<file path="src/hdl/tlcg_pkg.sv">
`timescale 1ns / 1ps
package tlcg_pkg;

    localparam int TABLE_SIZE_DEF = 97;

    localparam int SEED_W      = 32;
    localparam int GEN_W       = 18;
    localparam int MUL_W       = 13;
    localparam int Y_W         = SEED_W + 1;
    localparam int Q_W         = 16;
    localparam int R_W         = GEN_W + 1;
    localparam int PROD_W      = Y_W + Q_W;
    localparam int ENTRY_W     = 36;
    localparam int FRAC_W      = 32;
    localparam int NUM_GEN     = 3;
    localparam int RECIP_SHIFT = Y_W;

    localparam int FRAC_R_W    = 17;
    localparam int FRAC_SHIFT  = ENTRY_W;
    localparam int FPROD_W     = ENTRY_W + FRAC_R_W;

    localparam int GEN1_IDX = 0;
    localparam int GEN2_IDX = 1;
    localparam int GEN3_IDX = 2;

    localparam longint unsigned M1 = 259200;
    localparam longint unsigned A1 = 7141;
    localparam longint unsigned C1 = 54773;
    localparam longint unsigned M2 = 134456;
    localparam longint unsigned A2 = 8121;
    localparam longint unsigned C2 = 28411;
    localparam longint unsigned M3 = 243000;
    localparam longint unsigned A3 = 4561;
    localparam longint unsigned C3 = 51349;

    localparam logic [GEN_W-1:0] LCG_M [NUM_GEN] =
        '{GEN_W'(M1), GEN_W'(M2), GEN_W'(M3)};
    localparam logic [MUL_W-1:0] LCG_A [NUM_GEN] =
        '{MUL_W'(A1), MUL_W'(A2), MUL_W'(A3)};
    localparam logic [GEN_W-1:0] LCG_C [NUM_GEN] =
        '{GEN_W'(C1), GEN_W'(C2), GEN_W'(C3)};
    // floor(2^33 / M): estimate is at most one below the true quotient
    localparam logic [Q_W-1:0] LCG_R [NUM_GEN] =
        '{Q_W'((64'd1 << RECIP_SHIFT) / M1),
          Q_W'((64'd1 << RECIP_SHIFT) / M2),
          Q_W'((64'd1 << RECIP_SHIFT) / M3)};

    // C1 plus a multiple of M1 above 2^31 keeps C1 - seed positive
    localparam logic [Y_W-1:0] SEED_OFS = Y_W'(C1 + 64'd8286 * M1);

    localparam logic [ENTRY_W-1:0] DEN = ENTRY_W'(M1 * M2);

    // floor(2^52 / (M1 * M2)): each 16-bit quotient digit comes out at most one low
    localparam logic [FRAC_R_W-1:0] FRAC_R =
        FRAC_R_W'((64'd1 << (FRAC_SHIFT + Q_W)) / (M1 * M2));

    typedef enum logic [1:0] {
        Y_LCG,
        Y_SEED,
        Y_SLOT
    } ysel_t;

    typedef enum logic [2:0] {
        JOB_SEED,
        JOB_PRE2,
        JOB_PRE3,
        JOB_FILL,
        JOB_DRAW,
        JOB_SLOT
    } job_t;

    typedef enum logic [1:0] {
        FP_QUOT,
        FP_REM,
        FP_FIX
    } frac_ph_t;

    typedef enum logic [3:0] {
        ST_IDLE,
        ST_CHECK,
        ST_SEED_LOAD,
        ST_LOAD,
        ST_QUOT,
        ST_REM,
        ST_FIX,
        ST_COPY2,
        ST_COPY3,
        ST_COMB,
        ST_FILL_WR,
        ST_SLOT_LOAD,
        ST_TBL_RD,
        ST_TBL_WR,
        ST_DIV,
        ST_OUT
    } state_t;

    typedef struct packed {
        logic                seed_ld;
        logic                y_ld;
        ysel_t               y_sel;
        logic                q_ld;
        logic                r_ld;
        logic [NUM_GEN-1:0]  gen_wr;
        logic                copy2;
        logic                copy3;
        logic                comb_ld;
        logic                fill_clr;
        logic                fill_inc;
        logic                slot_ld;
        logic                tbl_rd;
        logic                tbl_wr;
        logic                wr_slot;
        logic                div_init;
        logic                div_step;
        logic                out_ld;
    } dp_cmd_t;

    typedef struct packed {
        logic seed_neg;
        logic fill_last;
        logic div_last;
    } dp_sts_t;

endpackage

</file>
<file path="src/hdl/tlcg_ctrl.sv">
`timescale 1ns / 1ps
module tlcg_ctrl (
    input  logic               aclk,
    input  logic               aresetn,
    input  logic               s_valid,
    output logic               s_ready,
    output logic               m_valid,
    input  logic               m_ready,
    input  tlcg_pkg::dp_sts_t  sts,
    output tlcg_pkg::dp_cmd_t  cmd
);

    tlcg_pkg::state_t state_reg, state_next;
    tlcg_pkg::job_t   job_reg, job_next;
    logic             seeded_reg, seeded_next;
    logic             out_valid_reg, out_valid_next;

    function automatic logic [tlcg_pkg::NUM_GEN-1:0] lane_mask(tlcg_pkg::job_t job);
        logic [tlcg_pkg::NUM_GEN-1:0] mask;
        case (job)
            tlcg_pkg::JOB_SEED,
            tlcg_pkg::JOB_PRE2,
            tlcg_pkg::JOB_PRE3: mask = 3'b001;
            tlcg_pkg::JOB_FILL: mask = 3'b011;
            tlcg_pkg::JOB_DRAW: mask = 3'b111;
            default:            mask = 3'b000;
        endcase
        return mask;
    endfunction

    always_ff @(posedge aclk) begin
        if (!aresetn) begin
            state_reg     <= tlcg_pkg::ST_IDLE;
            job_reg       <= tlcg_pkg::JOB_SEED;
            seeded_reg    <= 1'b0;
            out_valid_reg <= 1'b0;
        end else begin
            state_reg     <= state_next;
            job_reg       <= job_next;
            seeded_reg    <= seeded_next;
            out_valid_reg <= out_valid_next;
        end
    end

    always_comb begin
        state_next  = state_reg;
        job_next    = job_reg;
        seeded_next = seeded_reg;
        cmd         = '0;
        s_ready     = 1'b0;
        case (state_reg)
            tlcg_pkg::ST_IDLE: begin
                s_ready = 1'b1;
                if (s_valid) begin
                    cmd.seed_ld = 1'b1;
                    state_next  = tlcg_pkg::ST_CHECK;
                end
            end
            tlcg_pkg::ST_CHECK: begin
                if (sts.seed_neg || !seeded_reg) begin
                    state_next = tlcg_pkg::ST_SEED_LOAD;
                end else begin
                    job_next   = tlcg_pkg::JOB_DRAW;
                    state_next = tlcg_pkg::ST_LOAD;
                end
            end
            tlcg_pkg::ST_SEED_LOAD: begin
                cmd.y_ld   = 1'b1;
                cmd.y_sel  = tlcg_pkg::Y_SEED;
                job_next   = tlcg_pkg::JOB_SEED;
                state_next = tlcg_pkg::ST_QUOT;
            end
            tlcg_pkg::ST_LOAD: begin
                cmd.y_ld   = 1'b1;
                cmd.y_sel  = tlcg_pkg::Y_LCG;
                state_next = tlcg_pkg::ST_QUOT;
            end
            tlcg_pkg::ST_QUOT: begin
                cmd.q_ld   = 1'b1;
                state_next = tlcg_pkg::ST_REM;
            end
            tlcg_pkg::ST_REM: begin
                cmd.r_ld   = 1'b1;
                state_next = tlcg_pkg::ST_FIX;
            end
            tlcg_pkg::ST_FIX: begin
                if (job_reg == tlcg_pkg::JOB_SLOT) begin
                    cmd.slot_ld = 1'b1;
                    state_next  = tlcg_pkg::ST_TBL_RD;
                end else begin
                    cmd.gen_wr = lane_mask(job_reg);
                    case (job_reg)
                        tlcg_pkg::JOB_SEED: begin
                            job_next   = tlcg_pkg::JOB_PRE2;
                            state_next = tlcg_pkg::ST_LOAD;
                        end
                        tlcg_pkg::JOB_PRE2: state_next = tlcg_pkg::ST_COPY2;
                        tlcg_pkg::JOB_PRE3: state_next = tlcg_pkg::ST_COPY3;
                        tlcg_pkg::JOB_FILL: state_next = tlcg_pkg::ST_COMB;
                        default:            state_next = tlcg_pkg::ST_SLOT_LOAD;
                    endcase
                end
            end
            tlcg_pkg::ST_COPY2: begin
                cmd.copy2  = 1'b1;
                job_next   = tlcg_pkg::JOB_PRE3;
                state_next = tlcg_pkg::ST_LOAD;
            end
            tlcg_pkg::ST_COPY3: begin
                cmd.copy3    = 1'b1;
                cmd.fill_clr = 1'b1;
                job_next     = tlcg_pkg::JOB_FILL;
                state_next   = tlcg_pkg::ST_LOAD;
            end
            tlcg_pkg::ST_COMB: begin
                cmd.comb_ld = 1'b1;
                state_next  = tlcg_pkg::ST_FILL_WR;
            end
            tlcg_pkg::ST_FILL_WR: begin
                cmd.tbl_wr   = 1'b1;
                cmd.fill_inc = 1'b1;
                state_next   = tlcg_pkg::ST_LOAD;
                if (sts.fill_last) begin
                    seeded_next = 1'b1;
                    job_next    = tlcg_pkg::JOB_DRAW;
                end
            end
            tlcg_pkg::ST_SLOT_LOAD: begin
                // scale generator three for the slot, latch the refill value
                cmd.y_ld    = 1'b1;
                cmd.y_sel   = tlcg_pkg::Y_SLOT;
                cmd.comb_ld = 1'b1;
                job_next    = tlcg_pkg::JOB_SLOT;
                state_next  = tlcg_pkg::ST_QUOT;
            end
            tlcg_pkg::ST_TBL_RD: begin
                cmd.tbl_rd = 1'b1;
                state_next = tlcg_pkg::ST_TBL_WR;
            end
            tlcg_pkg::ST_TBL_WR: begin
                cmd.tbl_wr   = 1'b1;
                cmd.wr_slot  = 1'b1;
                cmd.div_init = 1'b1;
                state_next   = tlcg_pkg::ST_DIV;
            end
            tlcg_pkg::ST_DIV: begin
                cmd.div_step = 1'b1;
                if (sts.div_last) begin
                    state_next = tlcg_pkg::ST_OUT;
                end
            end
            tlcg_pkg::ST_OUT: begin
                // hold until the previous result has been taken
                if (!out_valid_reg || m_ready) begin
                    cmd.out_ld = 1'b1;
                    state_next = tlcg_pkg::ST_IDLE;
                end
            end
            default: begin
                state_next = tlcg_pkg::ST_IDLE;
            end
        endcase
        out_valid_next = cmd.out_ld | (out_valid_reg & ~m_ready);
    end

    assign m_valid = out_valid_reg;

`ifndef ASSERT_OFF
    no_overwrite_a: assert property (@(posedge aclk) disable iff (!aresetn)
        cmd.out_ld |-> (!out_valid_reg || m_ready))
        else $error("result register overwritten before it was taken");

    seeded_sticky_a: assert property (@(posedge aclk) disable iff (!aresetn)
        seeded_reg |=> seeded_reg)
        else $error("seeded flag dropped without reset");
`endif

endmodule

</file>
<file path="config.mk">
export PLATFORM = sky130hd
export DESIGN_NAME = tlcg_ctrl
export DESIGN_NICKNAME = d
export VERILOG_FILES = /design/src/hdl/tlcg_pkg.sv /design/src/hdl/tlcg_ctrl.sv
export SDC_FILE = /design/constraint.sdc
export NUM_CORES = 1
export LEC_CHECK = 0
export BUFFER_PORTS_ARGS = -buffer_cell sky130_fd_sc_hd__buf_2
export CAP_MARGIN = 25
export CORE_MARGIN = 3
export CORE_UTILIZATION = 40
export CTS_BUF_LIST = sky130_fd_sc_hd__clkbuf_8
export DETAILED_ROUTE_END_ITERATION = 6
export PLACE_DENSITY = 0.7
export SETUP_SLACK_MARGIN = 0.15
export SLEW_MARGIN = 20
export SYNTH_ARGS = -nofsm -noshare
export SYNTH_HDL_FRONTEND = slang
export SYNTH_SLANG_ARGS = --single-unit
</file>
<file path="constraint.sdc">
create_clock -name aclk -period 1.3 [get_ports aclk]
set_input_delay 0.065 -clock aclk [delete_from_list [all_inputs] [get_ports aclk]]
set_output_delay 0.065 -clock aclk [all_outputs]
set_load 0.01 [all_outputs]
</file>
==> impl_metrics.ini <==
[status]
run_status = finished with violations
violations = setup timing

[sta]
fin_crit_ns = 1.43
skew_ns = 0.00793
slew_violations = 0
fmax_mhz = 699
rsz0062_at_grt = true
setup_ws_ns = -0.130
slew_headroom = 0.823
min_period_over_period = 1.10
hold_slack_ns = 0.119
tightest_slew_ns = 0.265
hold_violations = 0
setup_viol = 20

[layout]
fin_nets = 175
final_common_cell = buf_6
mostFrequentLayoutCells = buf_6 (28), buf_2 (22), buf_4 (15), nor2_1 (9), nor2_4 (6)
diodes = 0
fill_cells = 53
syn_to_final_growth_pct = 114
largest_reg_flops = 4
final_cells = 192
final_area_sq_um = 1660
drive_above_1_share = 0.701

[die]
initial_utilization = 0.436
core-area_sq_um = 1780
num_rows = 15
die_h_um = 50.1
die_w_um = 50.1
die-area_sq_um = 2510
ios = 30

[power_and_ir_drop]
vdd_drop_max_mv = 0.841
switchingPower_mw = 0.417
power.density_nw_per_um2 = 705
power_frac_clock = 0.277
leakagePower_nw = 0.685
p_int_mw = 0.754
power.share.switching = 0.356
p_seq_frac = 0.294
combPwrFrac = 0.429

[clock_tree]
clk_pin_slew_ns = 0.05
cts_tree = yes
clk_path_buf_depth = 2
cts_hold_buf = 0
cts_made_buffers = 3
clock_latency_ns = 0.24
clock_sinks = 9
h-tree-depth = 1
cts-root-buf = clkbuf_8

[detailed_routing]
viasPerCell = 6.01
drt_iter0_drc = 79
highest_layer = met4
post_drt_wl_per_cell_um = 22.4
drc = 0
wl_met1_mm = 1.68
drtAntennaViolNets = 0
drt-total-wl_mm = 4.29
routed-wl-met3_um = 409
routed-wl-met2_mm = 2.09
num_vias = 1154
first_pass_iters = 4

[logic_synthesis]
syn_inst = 107
syn_nets = 114
synth_ff_type = dfxtp_1
avgSynthCellArea_sq_um = 7.26
netlist-cell-type-count = 35
yosysWarnings = 0
synth_edf_count = 0
syn-cell-area_sq_um = 777
synth_seq_cells = 9
async_reset_ff_frac = 0
ys_seq_area_frac = 0.232

[global_route]
grt_pass1_wl_mm = 5.00
antenna_found_initial = 0
grt_usage = 0.259
overflow = 0
grt_pass1_vias = 1037
grt_max_degree = 14

[worst_setup_path]
critical_path_peak_fanout = 6
arrival_ns = 1.59
required_ns = 1.46
startpoint_type = flip-flop
path_class = reg2reg
endpoint_kind = flip-flop

[worst_hold_path]
hold_class = in2reg

[placement]
dp_cells = 168
place_congestion = 0.824
portBuffers = 29
dp_slack_ns = -0.104
hpwl_mm = 1.67
place_area_sq_um = 1070

[run]
drv_cap = 0
## area by class of cell
| type | instances | area (sq um) | share of cell area |
|---|---|---|---|
| repair buffers | 66 | 558 | 0.336 |
| multi-input cells | 87 | 825 | 0.496 |
| well taps | 25 | 31.3 | 0.0188 |
| clock inverters | 1 | 3.75 | 0.00226 |
| flip-flops and latches | 9 | 199 | 0.120 |
| inverters | 1 | 3.75 | 0.00226 |
| clock buffers | 3 | 41.3 | 0.0248 |
## cells by family (layout without fill, tap and decap cells)
group | Yosys count | count (layout) | synth area share
AO/OA/AOI/OAI | 26 | 26 | 0.240
XOR/XNOR | 1 | 1 | 0.0113
flip-flops | 9 | 9 | 0.232
AND/OR/NAND/NOR | 58 | 58 | 0.411
buffers and inverters | 11 | 71 | 0.0805
multiplexers | 2 | 2 | 0.0258
## power groups by stage
stage | logic, mW | clock network (mW) | registers (mW)
final | 0.502 | 0.324 | 0.345
after global routing | 0.522 | 0.349 | 0.346
after CTS | 0.399 | 0.329 | 0.331
after detailed placement | 0.276 | 0 | 0.336
after global placement | 0.271 | 0 | 0.334
after floorplan | 0.207 | 0 | 0.312
## routing by layer
layer  GRT usage  vias to the layer above
met5           0                        -
met3      0.0574                       17
li1            -                      500
met4      0.0968                        0
met1       0.321                      553
met2       0.430                       84
## worst max-delay path, cell delays in order (launching register included)
cell,delay (ns)
dfxtp_4,0.41
buf_6,0.12
nand4bb_4,0.13
buf_6,0.15
o32a_1,0.20
o21ai_2,0.13
mux2i_1,0.21
## worst paths after layout
check | cells past startpoint | slack (ns) | startpoint | endpoint
min reg2reg | 2 | 0.53 | seeded_reg$_SDFFE_PN0P_ | seeded_reg$_SDFFE_PN0P_
min | 3 | 0.12 | sts[1] | seeded_reg$_SDFFE_PN0P_
max | 6 | -0.13 | state_reg[1]$_SDFFE_PN0P_ | job_reg[0]$_SDFFE_PN0P_
max reg2reg | 6 | -0.13 | state_reg[1]$_SDFFE_PN0P_ | job_reg[0]$_SDFFE_PN0P_
## per-stage QoR
step	setup TNS, ns	power, mW	util
2_1_floorplan	0	0.518	-
3_3_place_gp	-0.217	0.605	0.599
3_5_place_dp	-0.393	0.612	0.599
4_1_cts	-0.156	1.06	0.808
5_1_grt	-2.17	1.22	0.932
6_report	-1.23	1.17	0.932
## timing repair
item,CTS,global route
resized for setup,50,41
pin swaps,13,12
setup endpoints to repair,31,29
setup buffers,15,5
## cells in the mapped netlist, drive strengths merged, types with 2 or more instances
cell type,count,area [sq um]
nor2b,10,62.6
nor3b,2,15.0
nand2,6,22.5
nor4,3,25.0
dfxtp,9,180
nand2b,8,57.6
o22ai,2,12.5
o31a,2,17.5
nor3,6,30.0
nand3,2,10.0
o21ai,4,23.8
a21oi,4,20.0
o21bai,2,15.0
nor2,17,63.8
o21a,5,37.5
nand3b,2,15.0
buf,9,55.1
mux2i,2,20.0
Power figures use the tool's default switching activity.
